**src/rtl/tdrs_pkg.sv**
```systemverilog
// Package for the two-channel delay relay sequencer.
// Holds transaction structs, register indexes and reset constants.
// No dependencies.
`timescale 1ns / 1ps

package tdrs_pkg;

	// Field widths
	localparam int DELAY_BITS = 16;
	localparam int PHASE_BITS = 8;
	localparam int CFG_INDEX_BITS = 2;

	// Default counter width
	localparam int COUNT_BITS_DEF = 16;

	// Configuration register indexes
	localparam logic [CFG_INDEX_BITS-1:0] REG_DELAY_SHORT  = 2'd0;
	localparam logic [CFG_INDEX_BITS-1:0] REG_DELAY_MEDIUM = 2'd1;
	localparam logic [CFG_INDEX_BITS-1:0] REG_DELAY_LONG   = 2'd2;

	// Register reset values
	localparam logic [DELAY_BITS-1:0] DELAY_SHORT_RST  = 16'd500;
	localparam logic [DELAY_BITS-1:0] DELAY_MEDIUM_RST = 16'd1000;
	localparam logic [DELAY_BITS-1:0] DELAY_LONG_RST   = 16'd2000;

	// Phase values with a meaning of their own
	localparam logic [PHASE_BITS-1:0] PHASE_IDLE  = 8'd0;
	localparam logic [PHASE_BITS-1:0] PHASE_ONE   = 8'd1;
	localparam logic [PHASE_BITS-1:0] PHASE_TWO   = 8'd2;
	localparam logic [PHASE_BITS-1:0] PHASE_THREE = 8'd3;

	// Item action codes
	localparam logic ACT_SAMPLE = 1'b0;
	localparam logic ACT_TICK   = 1'b1;

	// Input transaction
	typedef struct packed {
		logic action;
		logic level_a;
		logic level_b;
		logic key_one_n;
		logic key_two_n;
		logic key_three_n;
	} item_t;

	// Result transaction
	typedef struct packed {
		logic relay_a;
		logic relay_b;
	} result_t;

endpackage

```
**src/rtl/two_channel_delay_relay_sequencer.sv**
```systemverilog
// Top level of the two-channel delay relay sequencer.
// Input register, one pass of update logic, state and result registers.
// Depends on tdrs_pkg.
`timescale 1ns / 1ps

//  channel | valid        | stall        | payload
//  --------+--------------+--------------+---------------------------
//  item    | item_valid   | item_stall   | item   (tdrs_pkg::item_t)
//  result  | result_valid | result_stall | result (tdrs_pkg::result_t)
//  config  | cfg_we       | -            | cfg_index, cfg_data
//
// One transaction per clock is sustained while the result is not stalled. A
// transaction is captured in the input register, then updates state and the
// result register when the stage advances; the result is held until taken.
// The input register refills while the result waits; item_stall rises
// only when both are full and result_stall is high. Reset empties both
// registers and loads the state reset values.

module two_channel_delay_relay_sequencer #(
	parameter int COUNT_BITS = tdrs_pkg::COUNT_BITS_DEF
) (
	input  logic                                clk,
	input  logic                                arst_n,
	input  logic                                item_valid,
	output logic                                item_stall,
	input  tdrs_pkg::item_t                     item,
	output logic                                result_valid,
	input  logic                                result_stall,
	output tdrs_pkg::result_t                   result,
	input  logic                                cfg_we,
	input  logic [tdrs_pkg::CFG_INDEX_BITS-1:0] cfg_index,
	input  logic [tdrs_pkg::DELAY_BITS-1:0]     cfg_data
);

	// Configuration registers
	logic [tdrs_pkg::DELAY_BITS-1:0] delay_short_q;
	logic [tdrs_pkg::DELAY_BITS-1:0] delay_medium_q;
	logic [tdrs_pkg::DELAY_BITS-1:0] delay_long_q;

	// Sequencer state
	logic [tdrs_pkg::DELAY_BITS-1:0] chosen_q;
	logic [COUNT_BITS-1:0]           count_a_q;
	logic [COUNT_BITS-1:0]           count_b_q;
	logic [tdrs_pkg::PHASE_BITS-1:0] phase_q;
	logic                            prev_a_q;
	logic                            prev_b_q;
	logic                            drive_a_q;
	logic                            drive_b_q;

	// Input stage and result valid
	tdrs_pkg::item_t                 item_s1;
	logic                            valid_s1;
	logic                            result_valid_q;

	// Next-state values
	logic [tdrs_pkg::DELAY_BITS-1:0] chosen_d;
	logic [COUNT_BITS-1:0]           count_a_d;
	logic [COUNT_BITS-1:0]           count_b_d;
	logic [tdrs_pkg::PHASE_BITS-1:0] phase_d;
	logic                            drive_a_d;
	logic                            drive_b_d;
	logic [COUNT_BITS-1:0]           load_val;
	logic [COUNT_BITS-1:0]           dec_a;
	logic [COUNT_BITS-1:0]           dec_b;
	logic                            fall_a;
	logic                            fall_b;
	logic                            rise_b;
	logic                            advance;

	// Handshake: the stage moves when the result slot is free or being taken
	assign advance      = valid_s1 && (!result_valid_q || !result_stall);
	assign item_stall   = valid_s1 && !advance;
	assign result_valid = result_valid_q;
	assign result.relay_a = drive_a_q;
	assign result.relay_b = drive_b_q;

	// Write configuration registers; unknown indexes are dropped
	always_ff @(posedge clk or negedge arst_n) begin
		if (!arst_n) begin
			delay_short_q  <= tdrs_pkg::DELAY_SHORT_RST;
			delay_medium_q <= tdrs_pkg::DELAY_MEDIUM_RST;
			delay_long_q   <= tdrs_pkg::DELAY_LONG_RST;
		end else if (cfg_we) begin
			case (cfg_index)
				tdrs_pkg::REG_DELAY_SHORT:  delay_short_q  <= cfg_data;
				tdrs_pkg::REG_DELAY_MEDIUM: delay_medium_q <= cfg_data;
				tdrs_pkg::REG_DELAY_LONG:   delay_long_q   <= cfg_data;
				default: ;
			endcase
		end
	end

	// Capture the input transaction
	always_ff @(posedge clk or negedge arst_n) begin
		if (!arst_n) begin
			valid_s1 <= 1'b0;
		end else if (!item_stall) begin
			valid_s1 <= item_valid;
		end
	end

	always_ff @(posedge clk) begin
		if (item_valid && !item_stall) begin
			item_s1 <= item;
		end
	end

	// Edge detection against the last sampled levels
	assign fall_a = !item_s1.level_a && prev_a_q;
	assign fall_b = !item_s1.level_b && prev_b_q;
	assign rise_b = item_s1.level_b && !prev_b_q;

	// Decremented counters, held at zero
	assign dec_a = (count_a_q != '0) ? count_a_q - COUNT_BITS'(1) : count_a_q;
	assign dec_b = (count_b_q != '0) ? count_b_q - COUNT_BITS'(1) : count_b_q;

	// Update logic for one transaction
	always_comb begin
		chosen_d  = chosen_q;
		count_a_d = count_a_q;
		count_b_d = count_b_q;
		phase_d   = phase_q;
		drive_a_d = drive_a_q;
		drive_b_d = drive_b_q;
		load_val  = COUNT_BITS'(chosen_q);

		if (item_s1.action == tdrs_pkg::ACT_TICK) begin
			// Count down; a counter landing on one fires
			count_a_d = dec_a;
			count_b_d = dec_b;
			if (dec_a == COUNT_BITS'(1)) begin
				phase_d = phase_q + tdrs_pkg::PHASE_ONE;
			end
			if (dec_b == COUNT_BITS'(1)) begin
				phase_d   = tdrs_pkg::PHASE_TWO;
				count_a_d = load_val;
			end
		end else begin
			// Select delay, highest key wins
			if (!item_s1.key_one_n) chosen_d = delay_short_q;
			if (!item_s1.key_two_n) chosen_d = delay_medium_q;
			if (!item_s1.key_three_n) chosen_d = delay_long_q;
			load_val = COUNT_BITS'(chosen_d);

			// Edge rules, first match applies
			if (fall_a && item_s1.level_b) begin
				count_a_d = load_val;
				phase_d   = tdrs_pkg::PHASE_IDLE;
			end else if (fall_a) begin
				count_b_d = load_val;
			end else if (fall_b && !item_s1.level_a) begin
				count_b_d = load_val;
			end else if (rise_b && !item_s1.level_a) begin
				phase_d = tdrs_pkg::PHASE_ONE;
			end

			// Relay rules, applied in order
			if (item_s1.level_a) begin
				drive_a_d = 1'b1;
				drive_b_d = 1'b1;
				phase_d   = tdrs_pkg::PHASE_IDLE;
			end
			if (item_s1.level_b) drive_b_d = 1'b1;
			if (!item_s1.level_a && phase_d == tdrs_pkg::PHASE_ONE) drive_a_d = 1'b0;
			if (!item_s1.level_a && !item_s1.level_b) begin
				if (phase_d == tdrs_pkg::PHASE_TWO) begin
					drive_a_d = 1'b1;
					drive_b_d = 1'b0;
				end
				if (phase_d == tdrs_pkg::PHASE_THREE) begin
					drive_a_d = 1'b0;
					drive_b_d = 1'b0;
				end
			end
		end
	end

	// Commit state and hold the result until taken
	always_ff @(posedge clk or negedge arst_n) begin
		if (!arst_n) begin
			chosen_q       <= tdrs_pkg::DELAY_LONG_RST;
			count_a_q      <= '0;
			count_b_q      <= '0;
			phase_q        <= tdrs_pkg::PHASE_IDLE;
			prev_a_q       <= 1'b1;
			prev_b_q       <= 1'b1;
			drive_a_q      <= 1'b1;
			drive_b_q      <= 1'b1;
			result_valid_q <= 1'b0;
		end else begin
			if (advance) begin
				chosen_q  <= chosen_d;
				count_a_q <= count_a_d;
				count_b_q <= count_b_d;
				phase_q   <= phase_d;
				drive_a_q <= drive_a_d;
				drive_b_q <= drive_b_d;
				if (item_s1.action == tdrs_pkg::ACT_SAMPLE) begin
					prev_a_q <= item_s1.level_a;
					prev_b_q <= item_s1.level_b;
				end
				result_valid_q <= 1'b1;
			end else if (!result_stall) begin
				result_valid_q <= 1'b0;
			end
		end
	end

endmodule
```
**config.mk**
```make
export PLATFORM = sky130hd
export DESIGN_NAME = two_channel_delay_relay_sequencer
export DESIGN_NICKNAME = d
export VERILOG_FILES = /design/src/rtl/tdrs_pkg.sv /design/src/rtl/two_channel_delay_relay_sequencer.sv
export SDC_FILE = /design/constraint.sdc
export NUM_CORES = 1
export LEC_CHECK = 0
export BUFFER_PORTS_ARGS = -buffer_cell sky130_fd_sc_hd__buf_2
export CAP_MARGIN = 40
export CORE_MARGIN = 2
export CORE_UTILIZATION = 30
export CTS_BUF_LIST = sky130_fd_sc_hd__clkbuf_4
export CTS_CLUSTER_DIAMETER = 60
export CTS_CLUSTER_SIZE = 8
export DETAILED_ROUTE_END_ITERATION = 12
export GPL_TIMING_DRIVEN = 0
export HOLD_SLACK_MARGIN = 0.1
export REMOVE_ABC_BUFFERS = 1
export SLEW_MARGIN = 20
export SYNTH_ARGS = -nofsm -noshare
export SYNTH_HDL_FRONTEND = slang
export SYNTH_SLANG_ARGS = --single-unit
```
**constraint.sdc**
```tcl
create_clock -name clk -period 3.9 [get_ports clk]
set_input_delay 0.39 -clock clk [delete_from_list [all_inputs] [get_ports clk]]
set_output_delay 0.39 -clock clk [all_outputs]
set_load 0.02 [all_outputs]
```
==> out/qor.yml, run 1 <==
outcome: "finished clean"
cp-startpoint: "count_b_q[0]$_DFFE_PN0P_"
synthTopCellsByCount: "dfrtp_1 (82), mux2_2 (67), nor2_1 (49), a21oi_1 (45), mux2i_1 (42)"
fin_ws_ns: 0.484
swShare_pct: 36.8
max_freq_mhz: 293
worstHoldPathType: "input port to flop"
grt_pass1_vias: 5107
diodes: 0
yosysTopAreaCell: "dfrtp_1"
grt_max_degree: 58
ys.warnings.count: 0
crit_type: "flop to flop"
r2r_slack_ns: 0.48
async_flop_share_pct: 94.8
drtIter0Drc: 365
crit_path_max_incr_delay_ns: 0.53
rsz0062_at_grt: "false"
avgSynthCellArea_sq_um: 10.2
core_area_sq_mm: 0.0210
yosys.cell_count.top_type: "dfrtp_1"
skew_ns: 0.0198
grt_busiest_layer: "met2"
io_pins: 33
worst_ep_arrival_time_ns: 3.83
yosys_most_used_dff: "dfrtp_1"
vias: 5083
tightest_slew_ns: 0.838
setup_viol: 0
synth_top_area_share_pct: 32.0
drtPass1Iterations: 5
maxCapViolations: 0
cts_buffer_depth: 2
hold_viol_final: 0
drv_slew: 0
antenna_found_initial: 0
gp_congestion: 0.892
required_ns: 4.32
cts_tree: "built"
synthToLayoutAreaGrowth_pct: 17.0
combPwrFrac_pct: 28.4
syn-instance-count: 627
reg2reg_depth: 11
hpwl_mm: 11.3
io_buffers: 32
ys_types: 64
routedWlPerCell_um: 16.3
cts_sinks: 116
ys_ff_latch: 116
rows: 53
die_area_sq_mm: 0.0225
use_met3_pct: 3.67
yosysSeqAreaShare_pct: 46.3
r2r_end: "count_a_q[6]$_DFFE_PN0P_"
die_h_um: 150
drt_wl_total_mm: 15.8
use_met2_pct: 23.6
ir_worst_vdd_mv: 0.289
grtUsageMet1_pct: 20.4
drive_above_1_share_pct: 26.4
post-route-util_pct: 35.7
grt.total_usage_pct: 15.1
cts_buffers: 17
grt.overflow.total: 0
synth_edf_count: 6
die_w_um: 150
syn-cell-area_sq_mm: 0.00641
crit_slowest_cell: "or3b_2"
grt_pass1_wl_mm: 26.5
pwr-share-clk_pct: 23.4
crit_chain: "inv_1, ha_1, or3b_2, nor4b_2, o21ai_0, nor4_1, nand4_1, buf_6, buf_8, mux2i_1, o21ai_0"
fin_crit_sh_pct: 87.6
power_switching_mw: 1.46
start_util_pct: 30.5
critPathCaptureType: "flop"
root_buffer: "clkbuf_4"
internal-power_mw: 2.51
drc: 0
dp_slack_ns: 0.525
clkSlewWorstSetupHoldPaths_ns: 0.13
final_antenna_net_count: 0
cts_max_level: 4
clkLatencyLatePin_ns: 0.56
yosys-top-cells-area: "dfrtp_1 (32%), mux2_2 (12%), dfstp_2 (11%), mux2i_1 (6.6%), a21oi_1 (3.5%)"
powerDensity_mw_per_mm2: 529
p_leak_nw: 3.13
r2r_start: "count_b_q[0]$_DFFE_PN0P_"
timing.slew.headroom_pct: 44.0
critPathLaunchType: "flop"
path_max_fanout: 9
via_per_inst: 5.23
crit_path_end: "count_a_q[6]$_DFFE_PN0P_"
seqPwrFrac_pct: 48.2
crit_top_cell: "o21ai_0"
final_net_count: 717
post-route-min-period_ns: 3.42
-- placed cells by master (no fill, tap or decap), drive strengths merged, types with 17 or more instances in the layout --
cell type    instances
dfrtp               82
mux2                67
nor2                49
o21ai               46
a21oi               45
buf                 45
mux2i               42
nand2               39
dfstp               28
dlygate4sd3         25
clkbuf              19
inv                 18
nand3               17
-- power groups by stage --
stage                     Sequential, mW  Clock (mW)  Combinational [mW]
after CTS                           1.91       0.954                1.13
final                               1.91       0.926                1.13
after floorplan                     1.83           0               0.837
after global placement              1.93           0                1.05
after detailed placement            1.93           0                1.10
after global routing                1.97        1.01                1.27
-- layer usage --
layer / routed length [um] / vias up
met5: 0 / -
met4: 327 / 0
met3: 445 / 25
met2: 7210 / 88
met1: 7800 / 2522
li1: - / 2448
-- area by class of cell --
cell class	instances	area, sq um
multi-input combinational	464	3250
fill	2117	13500
timing repair buffer	70	588
clock buffer	19	143
tap	275	344
sequential	116	2970
inverter	14	52.6
clock inverter	13	149
-- worst min-delay path by stage --
stage	start	to	slack (ns)	depth (start not counted)
CTS	cfg_index[1]	delay_short_q[6]$_DFFE_PN1P_	0.19	3
detailed placement	arst_n	count_b_q[2]$_DFFE_PN0P_	0.39	1
finish	cfg_index[1]	delay_short_q[6]$_DFFE_PN1P_	0.24	3
global placement	chosen_q[6]$_DFFE_PN1P_	chosen_q[6]$_DFFE_PN1P_	0.48	2
global route	cfg_index[1]	delay_short_q[6]$_DFFE_PN1P_	0.20	3
floorplan	arst_n	asynchronous set/reset pin	0.09	0
-- critical path: cells and delay by family (launching register included) --
kind            cells  cell delay, ns
buf+inv             3            0.53
mux                 1            0.14
flops               1            0.46
fa+ha+maj           1            0.27
compound gates      2            0.25
simple gates        4            1.62
-- through the flow --
stage,hold slack (ns),total power [mW],std cells,setup TNS (ns),area [sq um]
after floorplan,0.0944,2.67,594,0,6260
after global placement,0.478,2.98,901,-5.42,6770
after detailed placement,0.394,3.03,913,0,6950
after CTS,0.193,3.99,970,0,7490
after global routing,0.205,4.24,971,0,7500
final,0.235,3.96,971,0,7500
-- kinds of logic after synthesis --
family                   count (synthesis)  share of synthesized area [%]
adder cells (fa/ha/maj)                  5                          0.977
XOR/XNOR                                12                           1.64
AND/OR/NAND/NOR                        192                           15.8
buffers and inverters                   47                           3.05
multiplexers                           109                           18.3
flip-flops                             116                           46.3
AO/OA/AOI/OAI                          146                           13.9
-- repair_timing --
action	CTS	global route
gates resized for setup	0	0
hold endpoints to repair	97	0
setup buffers	0	0
hold buffers	25	0
-- state kept, by name, summed over array words and instances (netlist names), named ones only --
| signal | cells |
|---|---|
| drive_a_q | 1 |
| result_valid | 1 |
| delay_short_q | 16 |
| prev_b_q | 1 |
| phase_q | 8 |
| count_b_q | 15 |
| valid_s1 | 1 |
| chosen_q | 16 |
| item_s1 | 6 |
| count_a_q | 16 |
| delay_medium_q | 16 |
| drive_b_q | 1 |
| delay_long_q | 16 |
| prev_a_q | 1 |
Power figures use the tool's default switching activity.
==> run 2, diff against run 1 <==
--- a/config.mk
+++ b/config.mk
@@ -5,6 +5,7 @@
 export SDC_FILE = /design/constraint.sdc
 export NUM_CORES = 1
 export LEC_CHECK = 0
+export ABC_CLOCK_PERIOD_IN_PS = 3900
 export BUFFER_PORTS_ARGS = -buffer_cell sky130_fd_sc_hd__buf_2
 export CAP_MARGIN = 40
 export CORE_MARGIN = 2
@@ -13,8 +14,8 @@
 export CTS_CLUSTER_DIAMETER = 60
 export CTS_CLUSTER_SIZE = 8
 export DETAILED_ROUTE_END_ITERATION = 12
-export GPL_TIMING_DRIVEN = 0
 export HOLD_SLACK_MARGIN = 0.1
+export PLACE_DENSITY_LB_ADDON = 0.05
 export REMOVE_ABC_BUFFERS = 1
 export SLEW_MARGIN = 20
 export SYNTH_ARGS = -nofsm -noshare
==> out/qor.yml, run 2 (same netlist as run 1, synthesis figures left out) <==
p_leak_nw: 3.12  # was 3.13 nW
drive_above_1_share_pct: 26.4  # about the same
tightest_slew_ns: 0.771  # was 0.838 ns
hold_viol_final: 0  # unchanged
synthToLayoutAreaGrowth_pct: 17.1  # was 17.0%
crit_path_max_incr_delay_ns: 0.53  # about the same
drv_slew: 0  # unchanged
crit_chain: "inv_1, ha_1, or3b_2, nor4b_2, o21ai_0, nor4_1, nand4_1, buf_4, and3_4, o31ai_2"  # was inv_1, ha_1, or3b_2, nor4b_2, o21ai_0, nor4_1, nand4_1, buf_6, buf_8, mux2i_1, o21ai_0
die_w_um: 150  # unchanged
die_h_um: 150  # unchanged
fin_ws_ns: 0.482  # was 0.484 ns
path_max_fanout: 18  # was 9
root_buffer: "clkbuf_4"  # unchanged
grt_pass1_vias: 5153  # was 5107
rows: 53  # unchanged
fin_cells: 977  # was 971
routedWlPerCell_um: 17.9  # was 16.3 um
worstHoldPathType: "input port to asynchronous set/reset pin"  # was input port to flop
dp_slack_ns: 0.518  # was 0.525 ns
setup_viol: 0  # unchanged
total_power_mw: 3.95  # was 3.96 mW
drtPass1Iterations: 4  # was 5
final_common_cell: "dfrtp_1"  # unchanged
drt_wl_total_mm: 17.5  # was 15.8 mm
postLayoutCellArea_sq_mm: 0.00750  # about the same
drtIter0Drc: 215  # was 365
cts_buffers: 17  # unchanged
final_net_count: 721  # was 717
crit_slowest_cell: "or3b_2"  # unchanged
cts_buffer_depth: 2  # unchanged
holdWs_ns: 0.309  # was 0.235 ns
crit_type: "flop to flop"  # unchanged
critPathLaunchType: "flop"  # unchanged
antenna_found_initial: 1  # was 0
clkLatencyLatePin_ns: 0.54  # was 0.56 ns
grt_max_degree: 48  # was 58
fin_crit_sh_pct: 87.7  # was 87.6%
ctsHoldBuffers: 25  # unchanged
critPathCaptureType: "flop"  # unchanged
powerDensity_mw_per_mm2: 527  # was 529 mW/mm^2
cts_tree: "built"  # unchanged
final_cell_mix: "dfrtp_1 (82), mux2_2 (67), nor2_1 (49), a21oi_1 (45), mux2i_1 (42)"  # unchanged
path_buf_inv: 2  # was 3
vias: 5036  # was 5083
hpwl_mm: 12.8  # was 11.3 mm
gp_congestion: 0.859  # was 0.892
maxCapViolations: 0  # unchanged
dpl.cell_count: 918  # was 913
cts_max_level: 4  # unchanged
grt.total_usage_pct: 16.5  # was 15.1%
post-route-min-period_ns: 3.42  # about the same
required_ns: 4.34  # was 4.32 ns
post-route-util_pct: 35.7  # about the same
timing.slew.headroom_pct: 48.6  # was 44.0%
fin_tns_setup_ns: 0  # unchanged
max_freq_mhz: 293  # about the same
post_cts_resized: 0  # unchanged
io_pins: 33  # unchanged
cts_sinks: 116  # unchanged
via_per_inst: 5.15  # was 5.23
die_area_sq_mm: 0.0225  # unchanged
cts_setup_buffers: 0  # unchanged
worst_ep_arrival_time_ns: 3.86  # was 3.83 ns
drc: 0  # unchanged
fillers: 2151  # was 2117
core_area_sq_mm: 0.0210  # unchanged
final_antenna_net_count: 0  # unchanged
place_area_sq_mm: 0.00697  # was 0.00695 sq mm
grt_pass1_wl_mm: 28.5  # was 26.5 mm
io_buffers: 32  # unchanged
cp_top_family: "simple AND/OR/NAND/NOR gates"  # unchanged
grt.overflow.total: 0  # unchanged
ir_worst_vdd_mv: 0.239  # was 0.289 mV
skew_ns: 0.0214  # was 0.0198 ns
clkSlewWorstSetupHoldPaths_ns: 0.11  # was 0.13 ns
start_util_pct: 30.5  # unchanged
outcome: "finished clean"  # unchanged
rsz0062_at_grt: "false"  # unchanged
run 2: area by class of cell:
class | instances | area (sq um) | share of cell area, %
clock inverter | 15 | 156 | 2.08
sequential | 116 | 2970 | 39.5
clock buffer | 17 | 128 | 1.70
multi-input combinational | 464 | 3250 | 43.3
timing repair buffer | 74 | 603 | 8.04
inverter | 14 | 52.6 | 0.700
tap | 275 | 344 | 4.58
antenna | 2 | 5.00 | 0.0667
run 2: power by group:
part	internal (mW)	switching, mW	total, mW
clock	0.382	0.512	0.894
sequential	1.56	0.361	1.92
combinational	0.554	0.589	1.14
total	2.49	1.46	3.95
run 2: path summary, 6_finish.rpt:
path	startpoint	endpoint	slack [ns]	cells after the start
max	count_b_q[0]$_DFFE_PN0P_	count_a_q[2]$_DFFE_PN0P_	0.48	10
min	arst_n	count_b_q[0]$_DFFE_PN0P_	0.31	2
max reg2reg	count_b_q[0]$_DFFE_PN0P_	count_a_q[2]$_DFFE_PN0P_	0.48	10
max in group asynchronous	arst_n	delay_long_q[6]$_DFFE_PN1P_	2.71	4
min in group clk	cfg_index[1]	delay_short_q[3]$_DFFE_PN0P_	0.48	4
min reg2reg	chosen_q[6]$_DFFE_PN1P_	chosen_q[6]$_DFFE_PN1P_	0.50	2
run 2: routing by layer:
metal	share of wire [%]	global-route usage [%]	wire, um
met5	0	0	0
met4	1.1	4.20	192
met3	3.3	4.12	580
met2	48	27.4	8460
met1	47	21.6	8230
==> run 3, diff against run 2 <==
--- a/config.mk
+++ b/config.mk
@@ -6,7 +6,6 @@
 export NUM_CORES = 1
 export LEC_CHECK = 0
 export ABC_CLOCK_PERIOD_IN_PS = 3900
-export BUFFER_PORTS_ARGS = -buffer_cell sky130_fd_sc_hd__buf_2
 export CAP_MARGIN = 40
 export CORE_MARGIN = 2
 export CORE_UTILIZATION = 30
@@ -14,8 +13,9 @@
 export CTS_CLUSTER_DIAMETER = 60
 export CTS_CLUSTER_SIZE = 8
 export DETAILED_ROUTE_END_ITERATION = 12
+export DONT_BUFFER_PORTS = 1
 export HOLD_SLACK_MARGIN = 0.1
-export PLACE_DENSITY_LB_ADDON = 0.05
+export PLACE_DENSITY_LB_ADDON = 0.2
 export REMOVE_ABC_BUFFERS = 1
 export SLEW_MARGIN = 20
 export SYNTH_ARGS = -nofsm -noshare
==> out/qor.yml, run 3 (same netlist as run 1, synthesis figures left out) <==
post-route-min-period_ns: 3.38  # was 3.42 ns
worst_ep_arrival_time_ns: 3.77  # was 3.86 ns
skew_ns: 0.0202  # was 0.0214 ns
tightest_slew_ns: 0.727  # was 0.771 ns
grt.total_usage_pct: 15.2  # was 16.5%
grt_pass1_vias: 5020  # was 5153
seqPwrFrac_pct: 49.1  # was 48.5%
final_net_count: 689  # was 721
setup_viol: 0  # unchanged
cts_buffer_depth: 2  # unchanged
drc: 0  # unchanged
required_ns: 4.29  # was 4.34 ns
cts_setup_buffers: 0  # unchanged
pwr-share-clk_pct: 22.3  # was 22.6%
cts_buffers: 17  # unchanged
final_cell_mix: "dfrtp_1 (82), mux2_2 (67), nor2_1 (49), a21oi_1 (45), mux2i_1 (42)"  # unchanged
final_antenna_net_count: 0  # unchanged
power_switching_mw: 1.43  # was 1.46 mW
dpl.cell_count: 882  # was 918
drive_above_1_share_pct: 22.6  # was 26.4%
crit_chain: "inv_1, ha_1, or3b_2, nor4b_2, o21ai_0, nor4_1, a41oi_1, nand2_1, o221ai_1"  # was inv_1, ha_1, or3b_2, nor4b_2, o21ai_0, nor4_1, nand4_1, buf_4, and3_4, o31ai_2
die_area_sq_mm: 0.0225  # unchanged
grt_pass1_wl_mm: 26.5  # was 28.5 mm
root_buffer: "clkbuf_4"  # unchanged
worstHoldPathType: "input port to flop"  # was input port to asynchronous set/reset pin
timing.slew.headroom_pct: 50.9  # was 48.6%
core_area_sq_mm: 0.0210  # unchanged
max_freq_mhz: 296  # was 293 MHz
drt_wl_total_mm: 16.3  # was 17.5 mm
hold_viol_final: 0  # unchanged
path_max_fanout: 8  # was 18
rows: 53  # unchanged
cp-startpoint: "count_b_q[0]$_DFFE_PN0P_"  # unchanged
critPathLaunchType: "flop"  # unchanged
fin_tns_setup_ns: 0  # unchanged
die_h_um: 150  # unchanged
drtIter0Drc: 263  # was 215
final_common_cell: "dfrtp_1"  # unchanged
vias: 5011  # was 5036
fin_cells: 943  # was 977
io_buffers: 0  # was 32
crit_path_max_incr_delay_ns: 0.52  # was 0.53 ns
cts_sinks: 116  # unchanged
drtPass1Iterations: 5  # was 4
via_per_inst: 5.31  # was 5.15
r2r_start: "count_b_q[0]$_DFFE_PN0P_"  # unchanged
r2r_slack_ns: 0.52  # was 0.48 ns
crit_type: "flop to flop"  # unchanged
crit_slowest_cell: "or3b_2"  # unchanged
drv_slew: 0  # unchanged
maxCapViolations: 0  # unchanged
clkLatencyLatePin_ns: 0.53  # was 0.54 ns
fin_crit_sh_pct: 86.7  # was 87.7%
diodes: 0  # was 2
fillers: 2123  # was 2151
internal-power_mw: 2.49  # about the same
ir_worst_vdd_mv: 0.240  # was 0.239 mV
p_leak_nw: 2.99  # was 3.12 nW
outcome: "finished clean"  # unchanged
io_pins: 33  # unchanged
r2r_end: "phase_q[5]$_DFFE_PN0P_"  # was count_a_q[2]$_DFFE_PN0P_
gp_congestion: 0.894  # was 0.859
antenna_found_initial: 0  # was 1
post_cts_resized: 0  # unchanged
synthToLayoutAreaGrowth_pct: 14.4  # was 17.1%
clkSlewWorstSetupHoldPaths_ns: 0.10  # was 0.11 ns
combPwrFrac_pct: 28.7  # was 28.9%
swShare_pct: 36.4  # was 37.0%
cts_max_level: 4  # unchanged
die_w_um: 150  # unchanged
hpwl_mm: 11.8  # was 12.8 mm
reg2reg_depth: 9  # was 10
grt.overflow.total: 0  # unchanged
grt_max_degree: 111  # was 48
start_util_pct: 30.5  # unchanged
ctsHoldBuffers: 27  # was 25
cts_tree: "built"  # unchanged
powerDensity_mw_per_mm2: 535  # was 527 mW/mm^2
crit_path_end: "phase_q[5]$_DFFE_PN0P_"  # was count_a_q[2]$_DFFE_PN0P_
rsz0062_at_grt: "false"  # unchanged
critPathCaptureType: "flop"  # unchanged
routedWlPerCell_um: 17.3  # was 17.9 um
-- run 3: critical path: cells and delay by family, from the launching register on --
| kind | cells | cell delay [ns] |
|---|---|---|
| AO/OA/AOI/OAI | 3 | 0.73 |
| adder cells (fa/ha/maj) | 1 | 0.29 |
| buffers and inverters | 1 | 0.15 |
| flip-flops | 1 | 0.46 |
| AND/OR/NAND/NOR | 4 | 1.63 |
-- run 3: layout make-up --
class,count,area (sq um),area share (%)
Tap cell,275,344,4.70
Clock buffer,19,143,1.95
Clock inverter,13,134,1.83
Multi-Input combinational cell,464,3250,44.3
Inverter,14,52.6,0.717
Sequential cell,116,2970,40.5
Timing Repair Buffer,42,438,5.98
-- run 3: metal layers --
layer | track usage [%] | vias to the layer above | part of all wire, %
met3 | 3.70 | 17 | 3.5
met4 | 4.06 | 0 | 1.2
li1 | - | 2403 | -
met5 | 0 | - | 0
met2 | 25.6 | 100 | 50
met1 | 19.6 | 2491 | 46
-- run 3: worst min-delay path by stage --
stage            startpoint  cells after the start  slack [ns]                          to
6_report       result_stall                      3        0.23      phase_q[0]$_DFFE_PN0P_
5_1_grt          item_valid                      1        0.20        item_s1[5]$_DFFE_PP_
4_1_cts        result_stall                      3        0.18      phase_q[0]$_DFFE_PN0P_
3_5_place_dp         arst_n                      0        0.10    count_b_q[0]$_DFFE_PN0P_
3_3_place_gp         arst_n                      0        0.10  asynchronous set/reset pin
2_1_floorplan        arst_n                      0        0.09  asynchronous set/reset pin
-- run 3: through the flow --
step	power, mW	utilization (%)	setup slack, ns	cell area, sq um	hold slack (ns)
floorplan	2.67	-	0.258	6260	0.0944
global placement	2.97	31.8	0.685	6680	0.103
detailed placement	3.02	32.1	0.544	6740	0.103
CTS	3.96	34.7	0.543	7300	0.182
global route	4.20	34.9	0.0868	7330	0.201
finish	3.92	34.9	0.520	7330	0.230
-- run 3: power groups by stage --
stage / Clock (mW) / Combinational, mW / Sequential [mW]
after floorplan: 0 / 0.837 / 1.83
after global placement: 0 / 1.03 / 1.94
after detailed placement: 0 / 1.06 / 1.95
after CTS: 0.908 / 1.12 / 1.93
after global routing: 0.962 / 1.26 / 1.98
final: 0.872 / 1.12 / 1.92
